`src/assert_macros.svh`:
```
// Assertion macros shared by the deframer modules.
// Each macro samples on the rising edge of clk and is quiet while rst_n is low.
`ifndef ASSERT_MACROS_SVH
`define ASSERT_MACROS_SVH

// A property that must hold at every clock edge.
`define MSRD_ASSERT(label, prop, msg) \
    label: assert property (@(posedge clk) disable iff (!rst_n) (prop)) else $error(msg);

// A condition that must be followed by another one in the next cycle.
`define MSRD_ASSERT_NEXT(label, pre, post, msg) \
    label: assert property (@(posedge clk) disable iff (!rst_n) (pre) |=> (post)) \
        else $error(msg);

`endif

```
`src/msrd_pkg.sv`:
```
`timescale 1ns / 1ps
`default_nettype none

package msrd_pkg;

    // Frame opening bytes.
    localparam logic [7:0] BYTE_CR = 8'h0D;
    localparam logic [7:0] BYTE_LF = 8'h0A;

    // Function codes with a known frame layout.
    localparam logic [7:0] FC_READ_HOLDING = 8'h03;
    localparam logic [7:0] FC_READ_INPUT   = 8'h04;
    localparam logic [7:0] FC_WRITE_SINGLE = 8'h06;
    localparam logic [7:0] FC_WRITE_MULTI  = 8'h10;

    // Frame positions.
    localparam logic [8:0] POS_FUNC_CODE  = 9'd6;
    localparam logic [8:0] END_POS_ERROR  = 9'd9;
    localparam logic [8:0] END_POS_WRITE  = 9'd12;
    localparam logic [8:0] END_POS_READ0  = 9'd9;
    localparam logic [8:0] POS_FIRST_CRC  = 9'd2;

    // Modbus CRC-16 constants.
    localparam logic [15:0] CRC_INIT = 16'hFFFF;
    localparam logic [15:0] CRC_POLY = 16'hA001;

    typedef enum logic [1:0] {
        KIND_READ         = 2'd0,
        KIND_WRITE_SINGLE = 2'd1,
        KIND_WRITE_MULTI  = 2'd2,
        KIND_UNKNOWN      = 2'd3
    } frame_kind_t;

    typedef enum logic [1:0] {
        ST_IDLE = 2'd0,
        ST_HDR  = 2'd1,
        ST_LEN  = 2'd2,
        ST_BODY = 2'd3
    } parse_state_t;

    // Everything reported for one received byte.
    typedef struct packed {
        logic [7:0]  data_byte;
        logic        in_frame;
        logic [8:0]  frame_pos;
        logic        frame_done;
        logic        crc_ok;
        frame_kind_t frame_kind;
        logic [7:0]  func_code;
        logic [31:0] crc_error_total;
        logic [31:0] func_error_total;
    } result_t;

    // One byte through the reflected CRC-16, eight shift steps.
    function automatic logic [15:0] crc_feed(input logic [15:0] crc_in, input logic [7:0] b);
        logic [15:0] crc;
        crc = crc_in ^ {8'h00, b};
        for (int k = 0; k < 8; k++) begin
            if (crc[0])
                crc = (crc >> 1) ^ CRC_POLY;
            else
                crc = crc >> 1;
        end
        return crc;
    endfunction

    // Frame layout class of a function code.
    function automatic frame_kind_t kind_of(input logic [7:0] fc);
        frame_kind_t kind;
        case (fc)
            FC_READ_HOLDING, FC_READ_INPUT: kind = KIND_READ;
            FC_WRITE_SINGLE:                kind = KIND_WRITE_SINGLE;
            FC_WRITE_MULTI:                 kind = KIND_WRITE_MULTI;
            default:                        kind = KIND_UNKNOWN;
        endcase
        return kind;
    endfunction

endpackage

`default_nettype wire

```
`src/msrd_parser.sv`:
```
`timescale 1ns / 1ps
`default_nettype none
`include "assert_macros.svh"

module msrd_parser (
    input  wire logic             clk,
    input  wire logic             rst_n,
    input  wire logic             advance,
    input  wire logic [7:0]       rx_byte,
    output msrd_pkg::result_t     result
);
    import msrd_pkg::*;

    parse_state_t state_reg, state_next;
    logic         start_reg, start_next;
    logic [8:0]   idx_reg, idx_next;
    logic [8:0]   end_reg, end_next;
    logic [7:0]   fc_reg, fc_next;
    logic         known_reg, known_next;
    logic [15:0]  crc_reg, crc_next;
    logic [7:0]   tail0_reg, tail0_next;
    logic [7:0]   tail1_reg, tail1_next;
    logic [31:0]  crc_cnt_reg, crc_cnt_next;
    logic [31:0]  fn_cnt_reg, fn_cnt_next;

    logic         taken;
    logic [8:0]   pos;
    logic         done;
    logic         ok;
    logic [15:0]  crc_fed;
    logic         at_end;

    // The CRC trails the input by two bytes, so the oldest tail byte is folded in.
    assign crc_fed = crc_feed(crc_reg, tail0_reg);
    assign at_end  = (idx_reg >= end_reg);

    // Next parse state.
    always_comb
    begin
        state_next = state_reg;
        case (state_reg)
            ST_IDLE:
            begin
                if (rx_byte == BYTE_LF && rx_byte != BYTE_CR && start_reg)
                    state_next = ST_HDR;
            end
            ST_HDR:
            begin
                if (idx_reg >= POS_FUNC_CODE)
                begin
                    if (kind_of(rx_byte) == KIND_READ)
                        state_next = ST_LEN;
                    else
                        state_next = ST_BODY;
                end
            end
            ST_LEN:
            begin
                state_next = ST_BODY;
            end
            ST_BODY:
            begin
                if (at_end)
                    state_next = ST_IDLE;
            end
            default:
            begin
                state_next = ST_IDLE;
            end
        endcase
    end

    // Datapath and per-byte flags.
    always_comb
    begin
        start_next   = start_reg;
        idx_next     = idx_reg;
        end_next     = end_reg;
        fc_next      = fc_reg;
        known_next   = known_reg;
        crc_next     = crc_reg;
        tail0_next   = tail0_reg;
        tail1_next   = tail1_reg;
        crc_cnt_next = crc_cnt_reg;
        fn_cnt_next  = fn_cnt_reg;
        taken        = 1'b0;
        pos          = '0;
        done         = 1'b0;
        ok           = 1'b0;

        case (state_reg)
            ST_IDLE:
            begin
                if (rx_byte == BYTE_CR)
                begin
                    // A carriage return always restarts the opening.
                    crc_next   = CRC_INIT;
                    tail0_next = 8'h00;
                    tail1_next = rx_byte;
                    fc_next    = 8'h00;
                    known_next = 1'b0;
                    start_next = 1'b1;
                    idx_next   = 9'd1;
                    taken      = 1'b1;
                end
                else if (rx_byte == BYTE_LF && start_reg)
                begin
                    tail0_next = tail1_reg;
                    tail1_next = rx_byte;
                    start_next = 1'b0;
                    idx_next   = 9'd2;
                    taken      = 1'b1;
                    pos        = 9'd1;
                end
                else
                begin
                    start_next = 1'b0;
                end
            end
            default:
            begin
                pos        = idx_reg;
                taken      = 1'b1;
                crc_next   = crc_fed;
                tail0_next = tail1_reg;
                tail1_next = rx_byte;
                case (state_reg)
                    ST_HDR:
                    begin
                        if (idx_reg >= POS_FUNC_CODE)
                        begin
                            fc_next    = rx_byte;
                            known_next = 1'b1;
                            case (kind_of(rx_byte))
                                KIND_READ:    end_next = end_reg;
                                KIND_UNKNOWN: end_next = END_POS_ERROR;
                                default:      end_next = END_POS_WRITE;
                            endcase
                        end
                    end
                    ST_LEN:
                    begin
                        end_next = END_POS_READ0 + {1'b0, rx_byte};
                    end
                    default:
                    begin
                        if (at_end)
                        begin
                            // Last byte: trailing pair, high byte first, against the CRC.
                            done       = 1'b1;
                            ok         = ({tail1_reg, rx_byte} == crc_fed);
                            start_next = 1'b0;
                            if (!ok)
                                crc_cnt_next = crc_cnt_reg + 32'd1;
                            if (kind_of(fc_reg) == KIND_UNKNOWN)
                                fn_cnt_next = fn_cnt_reg + 32'd1;
                        end
                    end
                endcase
                idx_next = done ? 9'd0 : idx_reg + 9'd1;
            end
        endcase
    end

    // Result for the byte in the input register.
    always_comb
    begin
        result.data_byte        = rx_byte;
        result.in_frame         = taken;
        result.frame_pos        = pos;
        result.frame_done       = done;
        result.crc_ok           = ok;
        result.frame_kind       = known_next ? kind_of(fc_next) : KIND_READ;
        result.func_code        = known_next ? fc_next : 8'h00;
        result.crc_error_total  = crc_cnt_next;
        result.func_error_total = fn_cnt_next;
    end

    // Parser state moves only when the byte goes on to the result register.
    always_ff @(posedge clk or negedge rst_n)
    begin
        if (!rst_n)
        begin
            state_reg   <= ST_IDLE;
            start_reg   <= 1'b0;
            idx_reg     <= '0;
            end_reg     <= '0;
            fc_reg      <= '0;
            known_reg   <= 1'b0;
            crc_reg     <= CRC_INIT;
            tail0_reg   <= '0;
            tail1_reg   <= '0;
            crc_cnt_reg <= '0;
            fn_cnt_reg  <= '0;
        end
        else if (advance)
        begin
            state_reg   <= state_next;
            start_reg   <= start_next;
            idx_reg     <= idx_next;
            end_reg     <= end_next;
            fc_reg      <= fc_next;
            known_reg   <= known_next;
            crc_reg     <= crc_next;
            tail0_reg   <= tail0_next;
            tail1_reg   <= tail1_next;
            crc_cnt_reg <= crc_cnt_next;
            fn_cnt_reg  <= fn_cnt_next;
        end
    end

    // A frame body is only reached after its function code.
    `MSRD_ASSERT(a_body_has_code, (state_reg != ST_BODY) || known_reg, "body without code")
    // The position never runs past the end of the frame.
    `MSRD_ASSERT(a_body_in_range, (state_reg != ST_BODY) || (idx_reg <= end_reg), "pos overrun")
    // The CRC error count moves only on a finished frame with a bad CRC.
    `MSRD_ASSERT_NEXT(a_crc_cnt_hold, !(advance && result.frame_done && !result.crc_ok),
        crc_cnt_reg == $past(crc_cnt_reg), "crc error count moved without a bad frame")

endmodule

`default_nettype wire

```
`src/modbus_style_response_deframer.sv`:
```
`timescale 1ns / 1ps
`default_nettype none
`include "assert_macros.svh"

// Response deframer: takes one received byte per item and returns one result per byte,
// with its frame position, frame-done and CRC flags, the frame kind and function code,
// and the running CRC and function error counts. A byte may be accepted every cycle
// while the result side does not stall; it is held in the input register and its
// result is loaded into the result register once that register is free, from which
// it is offered. The path between the two registers is one byte of the CRC-16 (eight
// shift steps) plus the frame-length compare. Frames open with 0x0D 0x0A seen while idle.
module modbus_style_response_deframer (
    input  wire logic        clk,
    input  wire logic        rst_n,
    input  wire logic        rx_valid,
    output logic             rx_stall,
    input  wire logic [7:0]  rx_byte,
    output logic             result_valid,
    input  wire logic        result_stall,
    output logic [7:0]       data_byte,
    output logic             in_frame,
    output logic [8:0]       frame_pos,
    output logic             frame_done,
    output logic             crc_ok,
    output logic [1:0]       frame_kind,
    output logic [7:0]       func_code,
    output logic [31:0]      crc_error_total,
    output logic [31:0]      func_error_total
);
    import msrd_pkg::*;

    logic       s1_valid_reg;
    logic [7:0] s1_byte_reg;
    logic       out_valid_reg;
    result_t    out_result_reg;
    result_t    result;
    logic       out_free;
    logic       advance;
    logic       accept;

    // Handshake between the input register and the result register.
    assign out_free = !out_valid_reg || !result_stall;
    assign advance  = s1_valid_reg && out_free;
    assign rx_stall = s1_valid_reg && !out_free;
    assign accept   = rx_valid && !rx_stall;

    msrd_parser u_parser (
        .clk     (clk),
        .rst_n   (rst_n),
        .advance (advance),
        .rx_byte (s1_byte_reg),
        .result  (result)
    );

    // Valid flags of both stages.
    always_ff @(posedge clk or negedge rst_n)
    begin
        if (!rst_n)
        begin
            s1_valid_reg  <= 1'b0;
            out_valid_reg <= 1'b0;
        end
        else
        begin
            if (accept)
                s1_valid_reg <= 1'b1;
            else if (advance)
                s1_valid_reg <= 1'b0;

            if (advance)
                out_valid_reg <= 1'b1;
            else if (!result_stall)
                out_valid_reg <= 1'b0;
        end
    end

    // Payload registers.
    always_ff @(posedge clk)
    begin
        if (accept)
            s1_byte_reg <= rx_byte;
        if (advance)
            out_result_reg <= result;
    end

    // Output ports.
    assign result_valid     = out_valid_reg;
    assign data_byte        = out_result_reg.data_byte;
    assign in_frame         = out_result_reg.in_frame;
    assign frame_pos        = out_result_reg.frame_pos;
    assign frame_done       = out_result_reg.frame_done;
    assign crc_ok           = out_result_reg.crc_ok;
    assign frame_kind       = out_result_reg.frame_kind;
    assign func_code        = out_result_reg.func_code;
    assign crc_error_total  = out_result_reg.crc_error_total;
    assign func_error_total = out_result_reg.func_error_total;

    // Upstream is held back only while a byte waits in the input register.
    `MSRD_ASSERT(a_stall_needs_item, !rx_stall || s1_valid_reg, "stall with empty input stage")
    // A finished frame always ends on a byte that belongs to it.
    `MSRD_ASSERT(a_done_in_frame, !(result_valid && frame_done) || in_frame, "done outside frame")
    // A good CRC is reported only on the last byte of a frame.
    `MSRD_ASSERT(a_ok_with_done, !(result_valid && crc_ok) || frame_done, "crc_ok without done")

endmodule

`default_nettype wire
```
`config.mk`:
```
export PLATFORM = sky130hd
export DESIGN_NAME = modbus_style_response_deframer
export DESIGN_NICKNAME = d
export VERILOG_FILES = /design/src/msrd_pkg.sv /design/src/msrd_parser.sv /design/src/modbus_style_response_deframer.sv
export VERILOG_INCLUDE_DIRS = /design/src /design/src/src
export SDC_FILE = /design/constraint.sdc
export NUM_CORES = 1
export LEC_CHECK = 0
export ABC_AREA = 1
export BUFFER_PORTS_ARGS = -buffer_cell sky130_fd_sc_hd__clkbuf_2
export CELL_PAD_IN_SITES_DETAIL_PLACEMENT = 1
export CELL_PAD_IN_SITES_GLOBAL_PLACEMENT = 1
export CORE_MARGIN = 2
export CORE_UTILIZATION = 49
export CTS_CLUSTER_SIZE = 16
export DETAILED_ROUTE_END_ITERATION = 8
export HOLD_SLACK_MARGIN = 0.12
export PLACE_DENSITY_LB_ADDON = 0.1
export RECOVER_POWER = 100
export SYNTH_ARGS = -nofsm -noshare
export SYNTH_HDL_FRONTEND = slang
export SYNTH_SLANG_ARGS = --single-unit
export TNS_END_PERCENT = 5
```
`constraint.sdc`:
```
create_clock -name clk -period 7.3 [get_ports clk]
set_clock_uncertainty 0.05 [all_clocks]
set_input_delay 1.46 -clock clk [delete_from_list [all_inputs] [get_ports clk]]
set_output_delay 1.46 -clock clk [all_outputs]
set_load 0.05 [all_outputs]
```
Word level (Yosys, flattened, before mapping)

Cells that the tools add are included.

Add/sub/neg operators: 4
Magnitude comparators: 2
Equality and inequality tests: 29
Multiplexer cells: 68
Bitwise gates (word level): 11
Reductions and logical operators: 28

Operator list:

| kind                  | count |
|---|---|
| $mux 32               | 8 |
| $mux 16               | 10 |
| $mux 8                | 10 |
| $add 32x1->32 const B | 2 |
| $mux 9                | 7 |
| $eq 8x3->1 const B    | 6 |
| $pmux 9 s2            | 2 |
| $eq 8x2->1 const B    | 3 |
| $eq 8x5->1 const B    | 3 |
| $not 2->3             | 8 |
| $mux 1                | 18 |
| $mux 2                | 9 |
| $pmux 2 s3            | 3 |
| $eq 16x16->1          | 1 |
| $eq 8x4->1 const B    | 2 |
| $xor 16x8->16         | 1 |
| $ne 2x1->1 const B    | 6 |
| $reduce_or 2->1       | 5 |
| $add 4x8->9 const A   | 1 |
| $add 9x1->9 const B   | 1 |
| $ge 9x3->1 const B    | 1 |
| $ge 9x9->1            | 1 |
| $eq 2x2->1 const B    | 4 |
| $ne 8x4->1 const B    | 1 |
| 15 further kinds      | 29 |

Register bits: 230
Bits of input ports: 12
Output and inout port bits: 96
Word-level logic and storage cells: 165

Logic depth before layout (Yosys ltp)

Gate-level depths: netlist of the first run.

Depth in word-level cells: 22
Gate-level depth with buffers: 22
Gate-level depth less buffers: 21

Modules after synthesis

A second synthesis of the first run with hierarchy kept.

Cells, all modules: 1239
Area total of the unflattened synthesis: 11347.1 µm²

By module, submodules not included:

| module                         | instances | cells an instance | area an instance (µm²) | seq. area each (µm²) |
|---|---|---|---|---|
| msrd_parser                    | 1         | 1125              | 8189.1                 | 3173.0 |
| modbus_style_response_deframer | 1         | 114               | 3158.0                 | 3113.0 |

Worst setup path after synthesis of the first run

No wires, ideal clock.

Kind: input to register
Start: in result_stall
End: reg out_result_reg (netlist bit crc_error_total[0]), enable pin
Library setup time: 0.413 ns
Arrival: 3.342 ns
Data required time: 6.837 ns
Setup slack: 3.494 ns
Stages on the path: 5
Buffers on the path: 2
Cells stage by stage: nand2_1 > inv_1 > nor2_1 > clkbuf_1 > buf_2

Longest elaborated chain between the ends: 3

RTL lines:

| item                 | line                                 | text |
|---|---|---|
| from (decl)          | modbus_style_response_deframer.sv:19 | `input wire logic result_stall,` |
| $logic_not 1->1      | --                                   |  |
| $logic_or 1x1->1     | modbus_style_response_deframer.sv:42 | `assign out_free = !out_valid_reg \|\| !result_stall;` |
| $logic_and 1x1->1    | modbus_style_response_deframer.sv:43 | `assign advance = s1_valid_reg && out_free;` |
| named net advance    | modbus_style_response_deframer.sv:38 | `logic advance;` |
| to (signal assigned) | modbus_style_response_deframer.sv:83 | `out_result_reg <= result;` |
| to (decl)            | modbus_style_response_deframer.sv:35 | `result_t out_result_reg;` |

The timed path passes the listed nets, and every way through them passes these cells.
A chain may end at the register's enable or synchronous reset.

==> metrics.csv, run 1 <==
stage,metric,value,unit
timing,Tightest Pin Transition,2.77,ns
grt,number of global-route vias before repair,9940,
cts,TritonCTS Sinks,230,
grt,GRT Overall Usage,0.254,
worst_setup_path,CP Capture Point,crc_error_total[22],
yosys,register area share after synthesis,0.538,
worst_setup_path,crit path cell chain,"inv_1, nand2_1, nand2_1, nand2_1, nand2_1, inv_1, nand2_1, nand2_1, nand2_1, nand3_1, nand2_1, nand2_1, nand2_1, nor2_1, nor2_2, nand2_1, nand3_1, nand2_1, inv_1",
cts,CTS root buffer,clkbuf_16,
floorplanning,row count,56,
yosys,top_reg_cell synth,dfrtp_1,
floorplanning,Die ar.,25100,um2
cts,clock transition at the registers of the reported paths,0.06,ns
final_layout,final core utilization,0.558,
worst_setup_path,crit-path max FO,64,
timing,Final setup viols,0,
route,Vias/cell,5.33,
cts,"Setup Fix Bufs, Post-CTS",0,
timing,Max Fclk,0.226,GHz
yosys,Synth Warn #,0,
floorplanning,die height,158,um
yosys,Synth Register Bits,230,
power_and_ir_drop,VDD IR-drop max,0.000236,V
floorplanning,die width,158,um
yosys,share of the synthesized area in the top cell type,0.262,
floorplanning,initial core utilization,0.498,
route,first drt pass iteration count,4,
timing,period utilization,0.606,
floorplanning,Core Area,23500,um2
outcome,status,finished with violations,
worst_setup_path,Worst R2R Start,u_parser.crc_reg[2],
cts,clock latency on the worst-skew pair,0.52,ns
route,vias post-DR,9749,
worst_setup_path,worst reg2reg endpoint,crc_error_total[22],
timing,unrepaired setup endpoints after global routing,false,
place,Port Buffers,107,
grt,largest net degree at the start of global routing,179,
yosys,number of flops mapped to enable cells by yosys,102,
route,# DRC,0,
yosys,"Cell Area, Synth",11700,um2
worst_setup_path,flop2flop setup slack,2.87,ns
final_layout,"commonest non-fill, non-tap cell in the layout",nand2_1,
route,wire per inst,17.0,um
grt,first-pass GRT wire length,50400,um
yosys,Cells after Synth,1388,
cts,post-cts sizing count,0,
route,final antenna-violating net count,0,
worst_setup_path,Crit. End Element,register,
final_layout,Nets,1526,
route,Routed WL,31100,um
yosys,Yosys cell types,42,
place,placer congestion estimate,0.864,
outcome,violated checks,"capacitance limit, slew limit",
worst_setup_path,worst-case reg-to-reg path depth,19,
cts,CTS tree,yes,
timing,TNS Setup,0,ns
timing,Hold WS,0.422,ns
place,hpwl dp,22000,um
worst_setup_path,WP data arrival,4.65,ns
timing,Slew HR,-0.845,
floorplanning,IO Pins,108,
final_layout,final instance area,13100,um2
final_layout,share of cells above drive strength 1,0.0483,
final_layout,Area Overhead vs Synth,12.2,%
power_and_ir_drop,overall power,5250,uW
route,initial DRC count,593,
final_layout,number of inserted diodes,0,
yosys,top post-synthesis cells by area,"edfxtp_1 26%, dfrtp_1 24%, nand2_1 13%",
worst_setup_path,"most used cell, CP",nand2_1,
worst_hold_path,Tightest Hold Check Type,reg -> reg,
worst_setup_path,WS Path Type,reg -> reg,
yosys,cell taking the most area after synthesis,edfxtp_1,
worst_setup_path,Worst EP required,7.53,ns
cts,Longest Clk Path Bufs,3,
timing,fin crit period,4.43,ns
power_and_ir_drop,PwrDens,400,nW/um2
place,placed inst area,12500,um2
worst_setup_path,CP startpoint,u_parser.crc_reg[2],
worst_setup_path,Startpoint Class,register,
cts,H-tree Lvls,1,
timing,Final Hold Viols,0,
final_layout,most frequent cells in the layout,"408 x nand2_1, 224 x inv_1, 115 x nand3_1",
power_and_ir_drop,P_leak,0.00611,uW
yosys,Synth Net Count,1421,
yosys,async set-reset flop share out of synthesis,0.557,
worst_setup_path,Crit path largest cell delay,1.41,ns
grt,total gr overflow,0,
yosys,syn_area_per_cell,8.42,um2
cts,CTS buffer count,25,
timing,Final Max Tran Viols,178,
cts,Post-CTS Hold Fix Bufs,0,
worst_setup_path,Critical Path Slowest Stage Cell,nand2_1,
grt,initial antenna violation count,0,
job,# Max-Cap Violations,3,
-- report_power, final --
group	switching, uW	internal [uW]	leakage [uW]
clock network	509	718	0.000386
registers	218	1720	0.00266
logic	1550	535	0.00306
-- area by class of cell --
| type | instances | area, um2 |
|---|---|---|
| clock buffer | 40 | 732 |
| clock inverter | 5 | 50.0 |
| fill | 2942 | 10400 |
| inverter | 227 | 852 |
| multi-input combinational | 897 | 4330 |
| sequential | 230 | 6290 |
| tap | 319 | 399 |
| timing repair buffer | 112 | 457 |
-- worst min path at each step --
stage                         from             endpoint  slack, ns  cells after the start
3_5_place_dp    u_parser.known_reg   u_parser.known_reg       0.42                      2
6_report              s1_valid_reg         result_valid       0.42                      2
2_1_floorplan       s1_byte_reg[3]         data_byte[3]       0.37                      0
5_1_grt        u_parser.crc_reg[5]  u_parser.crc_reg[5]       0.47                      2
4_1_cts         u_parser.known_reg   u_parser.known_reg       0.44                      2
3_3_place_gp    u_parser.known_reg   u_parser.known_reg       0.42                      2
-- per-stage QoR --
| stage | cells | setup slack, ns |
|---|---|---|
| after detailed placement | 1785 | 3.09 |
| after global placement | 1785 | 3.25 |
| final | 1830 | 2.87 |
| after floorplan | 1388 | 3.49 |
| after CTS | 1830 | 3.64 |
| after global routing | 1830 | 2.43 |
-- cells in the mapped netlist (all sizes together), types with 2 or more instances --
master,count
and3,2
edfxtp,102
clkbuf,19
a22oi,10
o31ai,2
dfstp,16
nor4,12
xnor2,4
nand3b,2
nand2,410
nor2,98
ha,21
xor2,35
a31oi,3
and2,8
o21ai,61
nand3,116
dfrtp,112
inv,225
nand4,23
nor3,36
clkinv,2
a21oi,22
buf,15
o22ai,25
o41ai,2
-- layer usage --
| metal | share of wire | up-vias | track usage |
|---|---|---|---|
| li1 | - | 4701 | - |
| met1 | 0.44 | 4821 | 0.337 |
| met2 | 0.50 | 180 | 0.442 |
| met3 | 0.043 | 47 | 0.0324 |
| met4 | 0.020 | 0 | 0.0648 |
| met5 | 0 | - | 0 |
-- logic make-up after synthesis --
logic type	after synthesis	synth area share
and+or+nand+nor	708	0.260
buffers and inverters	261	0.0881
DFF	230	0.538
AOI/OAI and AO/OA	129	0.0625
xor gates and xnor gates	39	0.0292
adders and majority gates	21	0.0225
-- worst max-delay path: cells and delay by family, from the launching register on --
kind          cells  cell delay (ns)
flops             1             0.56
simple gates     16             3.25
buf+inv           3             0.29
Note: power is estimated with default switching activity, not from simulation.
==> inputs of run 2 (changes only) <==
--- a/config.mk
+++ b/config.mk
@@ -11,7 +11,7 @@
 export CELL_PAD_IN_SITES_DETAIL_PLACEMENT = 1
 export CELL_PAD_IN_SITES_GLOBAL_PLACEMENT = 1
 export CORE_MARGIN = 2
-export CORE_UTILIZATION = 49
+export CORE_UTILIZATION = 45
 export CTS_CLUSTER_SIZE = 16
 export DETAILED_ROUTE_END_ITERATION = 8
 export HOLD_SLACK_MARGIN = 0.12
==> constraint.sdc (replaced) <==
create_clock -name clk -period 4.25 [get_ports clk]
set_clock_uncertainty 0.05 [all_clocks]
set_input_delay 0.85 -clock clk [delete_from_list [all_inputs] [get_ports clk]]
set_output_delay 0.85 -clock clk [all_outputs]
set_load 0.05 [all_outputs]
==> run 2 against run 1 <==
Compared with the run above: the run still ends with capacitance limit, slew limit left; die area grew 8.7%; core utilization shrank 3.9 points; cell count grew 0.93%; sequential cell count is the same; register-to-register slack lost 2.1 ns; clock power grew 75%; global-route usage shrank 1.6 points; clock-buffer cell count shrank 5; combinational power grew 70%; critical path type unchanged; largest power group unchanged.
==> metrics.csv, run 2 (same netlist as run 1, synthesis figures left out) <==
stage,metric,value,unit,change
final_layout,Area Overhead vs Synth,12.7,%,
place,hpwl dp,21900,um,-0.36%
outcome,status,finished with violations,,
cts,CTS root buffer,clkbuf_16,,
worst_setup_path,CP startpoint,u_parser.state_reg[0],,
worst_setup_path,WS Path Type,reg -> reg,,
power_and_ir_drop,overall power,9010,uW,+72%
route,first drt pass iteration count,5,,+1
worst_setup_path,Crit. End Element,register,,
worst_setup_path,crit path cell chain,"inv_1, ha_1, clkbuf_1, nor2_1, nand2_1, inv_1, nand3_1, nor2_1, nand2_1, nor2_1, nand2_1, xor2_1",,
place,Port Buffers,107,,unchanged
grt,first-pass GRT wire length,51500,um,+2.2%
route,vias post-DR,9641,,-1.1%
power_and_ir_drop,PwrDens,684,nW/um2,+71%
final_layout,sequential standard cell area,6290,um2,unchanged
route,final antenna-violating net count,0,,unchanged
power_and_ir_drop,VDD IR-drop max,0.000333,V,+41%
cts,clock latency on the worst-skew pair,0.53,ns,about the same
timing,Final Hold Viols,0,,unchanged
timing,Tightest Pin Transition,1.90,ns,-0.869 ns
route,initial DRC count,662,,+12%
floorplanning,initial core utilization,0.461,,-0.0364
grt,largest net degree at the start of global routing,177,,-1.1%
floorplanning,die height,165,um,+4.2%
final_layout,Post-Layout Cell Count,1847,,+0.93%
power_and_ir_drop,P_leak,0.00614,uW,+0.49%
timing,Slew HR,-0.265,,+0.579
cts,H-tree Lvls,1,,unchanged
worst_hold_path,Tightest Hold Check Type,reg -> reg,,
worst_setup_path,WP data arrival,3.71,ns,-0.94 ns
timing,unrepaired setup endpoints after global routing,false,,
final_layout,multi-input combinational cell area,4340,um2,+0.12%
grt,total gr overflow,0,,unchanged
route,Vias/cell,5.22,,-2.0%
timing,Final Max Tran Viols,67,,-62%
job,# Max-Cap Violations,1,,-2
final_layout,most frequent cells in the layout,"405 x nand2_1, 222 x inv_1, 115 x nand3_1",,
route,wire per inst,16.9,um,-0.19%
grt,number of global-route vias before repair,10074,,+1.3%
cts,Longest Clk Path Bufs,3,,unchanged
cts,CTS buffer count,26,,+4.0%
cts,clock transition at the registers of the reported paths,0.06,ns,about the same
final_layout,number of inserted diodes,0,,unchanged
place,Placed Cells,1799,,+0.78%
worst_setup_path,Worst EP required,4.48,ns,-3.05 ns
cts,post-cts sizing count,0,,unchanged
worst_hold_path,hold_sp,s1_valid_reg,,
final_layout,Nets,1530,,+0.26%
worst_setup_path,crit-path max FO,12,,-81%
floorplanning,IO Pins,108,,unchanged
worst_setup_path,Crit path largest cell delay,0.38,ns,-1.03 ns
timing,TNS Setup,0,ns,unchanged
timing,period utilization,0.819,,+0.213
outcome,violated checks,"capacitance limit, slew limit",,
timing,fin crit period,3.48,ns,-0.942 ns
floorplanning,Core Area,25300,um2,+7.9%
grt,initial antenna violation count,0,,unchanged
final_layout,"commonest non-fill, non-tap cell in the layout",nand2_1,,
cts,CTS tree,yes,,
timing,Final setup viols,0,,unchanged
worst_setup_path,Critical Path Slowest Stage Cell,dfrtp_1,,
floorplanning,die width,165,um,+4.2%
cts,TritonCTS Sinks,230,,unchanged
route,# DRC,0,,unchanged
floorplanning,row count,58,,+3.6%
floorplanning,Die ar.,27300,um2,+8.7%
grt,GRT Overall Usage,0.238,,-0.0162
worst_setup_path,Startpoint Class,register,,
cts,"Setup Fix Bufs, Post-CTS",0,,unchanged
place,placer congestion estimate,0.850,,-1.5%
final_layout,share of cells above drive strength 1,0.0527,,+0.00442
route,Routed WL,31300,um,+0.73%
timing,Max Fclk,0.287,GHz,+27%
cts,Post-CTS Hold Fix Bufs,0,,unchanged
worst_setup_path,Worst R2R Start,u_parser.state_reg[0],,
final_layout,fill count,3142,,+6.8%
-- run 2: changes by cell type in the layout (fill, tap and decap cells not counted), moves of 3 or more --
cell and change:
clkinv_2 +4, clkbuf_8 -3, clkinv_1 +3, nand2_1 -3
-- run 2: metal layers --
layer  up-vias  global-route usage  share of wire  wire [um]
li1       4706                   -              -          -
met1      4736               0.323           0.46      14500
met2       157               0.410           0.48      15100
met3        42              0.0257          0.030        951
met4         0              0.0565          0.022        676
met5         -                   0              0          0
-- run 2: power by group --
| part | internal (uW) | switching (uW) | total, uW |
|---|---|---|---|
| Combinational | 920 | 2640 | 3560 |
| Sequential | 2950 | 350 | 3300 |
| Clock | 1250 | 899 | 2150 |
| Total | 5120 | 3890 | 9010 |
-- run 2: path summary, 6_finish.rpt --
check | to | slack, ns | depth (start not counted)
worst max-delay path | func_error_total[27] | 0.77 | 12
worst min-delay path | result_valid | 0.42 | 2
worst max register to register | func_error_total[27] | 0.77 | 12
worst min register to register | result_valid | 0.42 | 2
max in group asynchronous | u_parser.tail1_reg[3] | 1.56 | 2
min in group asynchronous | u_parser.fn_cnt_reg[6] | 0.77 | 1
-- run 2: worst max-delay path, delay by kind of cell, from the launching register on --
kind          cells  cell delay, ns
xor+xnor          1            0.16
fa+ha+maj         1            0.37
buf+inv           3            0.78
flops             1            0.38
simple gates      7            1.48
-- run 2: layout make-up --
type / instances / area share
clock buffer: 35 / 0.0551
multi-input combinational: 897 / 0.329
sequential: 230 / 0.477
tap: 330 / 0.0314
clock inverter: 13 / 0.00675
inverter: 227 / 0.0647
timing repair buffer: 115 / 0.0353
-- run 2: stage by stage --
step                hold WS, ns  setup WS, ns  instance area [um2]  utilization
floorplan                 0.371          1.05                11700            -
global placement          0.416          1.11                12500        0.495
detailed placement        0.432          1.04                12500        0.495
CTS                       0.426          1.03                13400        0.527
global route              0.432         0.377                13200        0.520
finish                    0.419         0.767                13200        0.520
==> inputs of run 3 (changes only) <==
--- a/config.mk
+++ b/config.mk
@@ -6,12 +6,12 @@
 export SDC_FILE = /design/constraint.sdc
 export NUM_CORES = 1
 export LEC_CHECK = 0
-export ABC_AREA = 1
+export ABC_AREA = 0
 export BUFFER_PORTS_ARGS = -buffer_cell sky130_fd_sc_hd__clkbuf_2
 export CELL_PAD_IN_SITES_DETAIL_PLACEMENT = 1
 export CELL_PAD_IN_SITES_GLOBAL_PLACEMENT = 1
 export CORE_MARGIN = 2
-export CORE_UTILIZATION = 45
+export CORE_UTILIZATION = 43
 export CTS_CLUSTER_SIZE = 16
 export DETAILED_ROUTE_END_ITERATION = 8
 export HOLD_SLACK_MARGIN = 0.12
==> constraint.sdc (replaced) <==
create_clock -name clk -period 3.1 [get_ports clk]
set_clock_uncertainty 0.05 [all_clocks]
set_input_delay 0.62 -clock clk [delete_from_list [all_inputs] [get_ports clk]]
set_output_delay 0.62 -clock clk [all_outputs]
set_load 0.05 [all_outputs]
==> run 3 against run 2 <==
Compared with the run above: the flow now finishes without violations; die area rose by 0.83%; non-clock buffer count rose by 50; wire length fell by 9.1%; cell count fell by 19%; hold slack got worse by 0.20 ns; area after synthesis fell by 3.6%; sequential share of layout area fell by 0.054 points; design area rose by 0.11%; critical path type unchanged; critical endpoint is now crc_error_total[16]; largest power group unchanged; highest routed layer unchanged.
==> metrics.csv, run 3 <==
stage,metric,value,unit,change
worst_setup_path,Worst EP required,3.32,ns,-1.16 ns
yosys,syn_area_per_cell,11.2,um2,+33%
outcome,status,"complete, no violations",,
worst_hold_path,Tightest Hold Check Type,in -> reg,,
timing,Slew HR,0.103,,+0.368
worst_setup_path,Crit. End Element,register,,
route,Vias/cell,5.36,,+2.8%
job,# Max-Cap Violations,0,,-1
final_layout,Area Overhead vs Synth,17.1,%,
yosys,Synth top cells by count,"112 x dfrtp_1, 102 x edfxtp_1, 102 x nand2_1",,
final_layout,Nets,1183,,-23%
yosys,"count leader, synth",dfrtp_1,,
floorplanning,row count,59,,+1.7%
final_layout,multi-input combinational cell area,4710,um2,+8.6%
yosys,number of flops mapped to enable cells by yosys,102,,unchanged
grt,number of global-route vias before repair,8542,,-15%
yosys,"Cell Area, Synth",11300,um2,-3.6%
worst_setup_path,Startpoint Class,register,,
place,placer congestion estimate,0.776,,-8.7%
cts,clock transition at the registers of the reported paths,0.06,ns,about the same
timing,Final setup viols,0,,unchanged
timing,Final Max Tran Viols,0,,-100%
power_and_ir_drop,PwrDens,932,nW/um2,+36%
floorplanning,IO Pins,108,,unchanged
yosys,Synth Register Bits,230,,unchanged
cts,H-tree Lvls,1,,unchanged
route,final antenna-violating net count,0,,unchanged
timing,unrepaired setup endpoints after global routing,true,,
final_layout,share of cells above drive strength 1,0.107,,+0.0541
route,Routed WL,28500,um,-9.1%
floorplanning,die height,166,um,+0.41%
final_layout,"commonest non-fill, non-tap cell in the layout",clkbuf_1,,
yosys,Cells after Synth,1003,,-28%
grt,total gr overflow,0,,unchanged
place,hpwl dp,20300,um,-7.5%
worst_setup_path,crit-path max FO,45,,+33
timing,Max Fclk,0.338,GHz,+18%
route,# DRC,0,,unchanged
yosys,top post-synthesis cells by area,"edfxtp_1 27%, dfrtp_1 25%, xnor2_1 7.7%",,
floorplanning,Die ar.,27500,um2,+0.83%
final_layout,most frequent cells in the layout,"114 x clkbuf_1, 112 x dfrtp_1, 102 x nand2_1, 102 x edfxtp_1, 99 x xnor2_1",,
timing,Tightest Pin Transition,1.34,ns,-0.555 ns
grt,first-pass GRT wire length,46900,um,-8.9%
final_layout,fill count,2844,,-9.5%
grt,largest net degree at the start of global routing,46,,-74%
power_and_ir_drop,VDD IR-drop max,0.000700,V,+110%
cts,TritonCTS Sinks,230,,unchanged
cts,CTS root buffer,clkbuf_16,,
route,wire per inst,18.9,um,+12%
floorplanning,Core Area,25900,um2,+2.3%
final_layout,sequential standard cell area,6290,um2,unchanged
place,Placed Cells,1456,,-19%
cts,"Setup Fix Bufs, Post-CTS",0,,unchanged
place,placed inst area,12500,um2,about the same
route,first drt pass iteration count,4,,-1
power_and_ir_drop,P_leak,0.00548,uW,-11%
yosys,top_reg_cell synth,dfrtp_1,,
worst_setup_path,WP data arrival,3.19,ns,-0.52 ns
yosys,share of the synthesized area in the top cell type,0.272,,+0.00988
yosys,Synth Net Count,1036,,-27%
cts,clock latency on the worst-skew pair,0.53,ns,about the same
yosys,async set-reset flop share out of synthesis,0.557,,unchanged
route,initial DRC count,429,,-35%
grt,GRT Overall Usage,0.210,,-0.0280
final_layout,Post-Layout Cell Count,1505,,-19%
floorplanning,die width,166,um,+0.41%
cts,CTS tree,yes,,
timing,fin crit period,2.96,ns,-0.520 ns
yosys,Yosys cell types,63,,+50%
final_layout,number of inserted diodes,0,,unchanged
timing,period utilization,0.956,,+0.136
yosys,cell taking the most area after synthesis,edfxtp_1,,
final_layout,final instance area,13200,um2,+0.11%
grt,initial antenna violation count,0,,unchanged
cts,Longest Clk Path Bufs,3,,unchanged
timing,Final Hold Viols,0,,unchanged
route,vias post-DR,8074,,-16%
floorplanning,initial core utilization,0.434,,-0.0268
yosys,Synth Warn #,0,,unchanged
worst_setup_path,WS Path Type,reg -> reg,,
yosys,register area share after synthesis,0.558,,+0.0203
place,Port Buffers,107,,unchanged
timing,TNS Setup,0,ns,unchanged
cts,CTS buffer count,26,,unchanged
[run 3: worst paths after layout]
| path | start | end | slack [ns] | cells after the start |
|---|---|---|---|---|
| setup / recovery | u_parser.crc_reg[4] | crc_error_total[16] | 0.14 | 8 |
| hold / removal | rx_byte[2] | s1_byte_reg[2] | 0.22 | 1 |
| setup reg to reg | u_parser.crc_reg[4] | crc_error_total[16] | 0.14 | 8 |
| hold reg to reg | u_parser.end_reg[7] | u_parser.end_reg[7] | 0.43 | 2 |
| max in group asynchronous | rst_n | u_parser.crc_cnt_reg[3] | 0.43 | 3 |
| min in group asynchronous | rst_n | u_parser.fn_cnt_reg[9] | 0.75 | 2 |
[run 3: metal layers]
| metal | vias up | wire [um] | global-route usage |
|---|---|---|---|
| met4 | 0 | 617 | 0.0469 |
| met3 | 38 | 914 | 0.0255 |
| met5 | - | 0 | 0 |
| met2 | 136 | 13800 | 0.356 |
| li1 | 3848 | - | - |
| met1 | 4052 | 13200 | 0.290 |
[run 3: through the flow]
stage | total power (uW) | utilization | hold slack (ns) | worst slack [ns]
3_3_place_gp | 9240 | 0.483 | 0.414 | 0.157
6_report | 12300 | 0.509 | 0.217 | 0.137
3_5_place_dp | 9350 | 0.483 | 0.423 | 0.113
5_1_grt | 13000 | 0.509 | 0.202 | 0.00114
2_1_floorplan | 7780 | - | 0.274 | 0.279
4_1_cts | 12400 | 0.516 | 0.193 | 0.0824
[run 3: where the power goes]
group,internal [uW],total [uW],switching [uW]
Sequential,3880,4350,474
Clock,1790,3020,1220
Combinational,2010,4920,2910
Total,7680,12300,4610
[run 3: what timing repair did]
item                                    in CTS  in global routing
hold buffers                                 1                  0
hold endpoints to repair                    30                  0
gates resized for setup                      0                  3
endpoints found under the setup margin       0                 14
[run 3: cells by family after synthesis]
| kind of cell | synth area share |
|---|---|
| compound gates | 0.0622 |
| xor+xnor | 0.146 |
| fa+ha+maj | 0.0233 |
| buf+inv | 0.0245 |
| flops | 0.558 |
| mux | 0.00867 |
| simple gates | 0.177 |
[run 3: area by class of cell]
cell class / instances / area share
flip-flops and latches: 230 / 0.477
multi-input cells: 703 / 0.357
repair buffers: 165 / 0.0637
clock buffers: 41 / 0.0590
well taps: 335 / 0.0318
inverters: 24 / 0.00693
clock inverters: 7 / 0.00437
[run 3: critical path: stages, from the launching register on]
cell	delay (ns)
dfstp_2	0.58
xnor2_4	0.16
xnor3_1	0.35
or4_4	0.53
nor4_4	0.29
nand2_2	0.17
buf_12	0.22
and3b_1	0.20
xor2_1	0.14
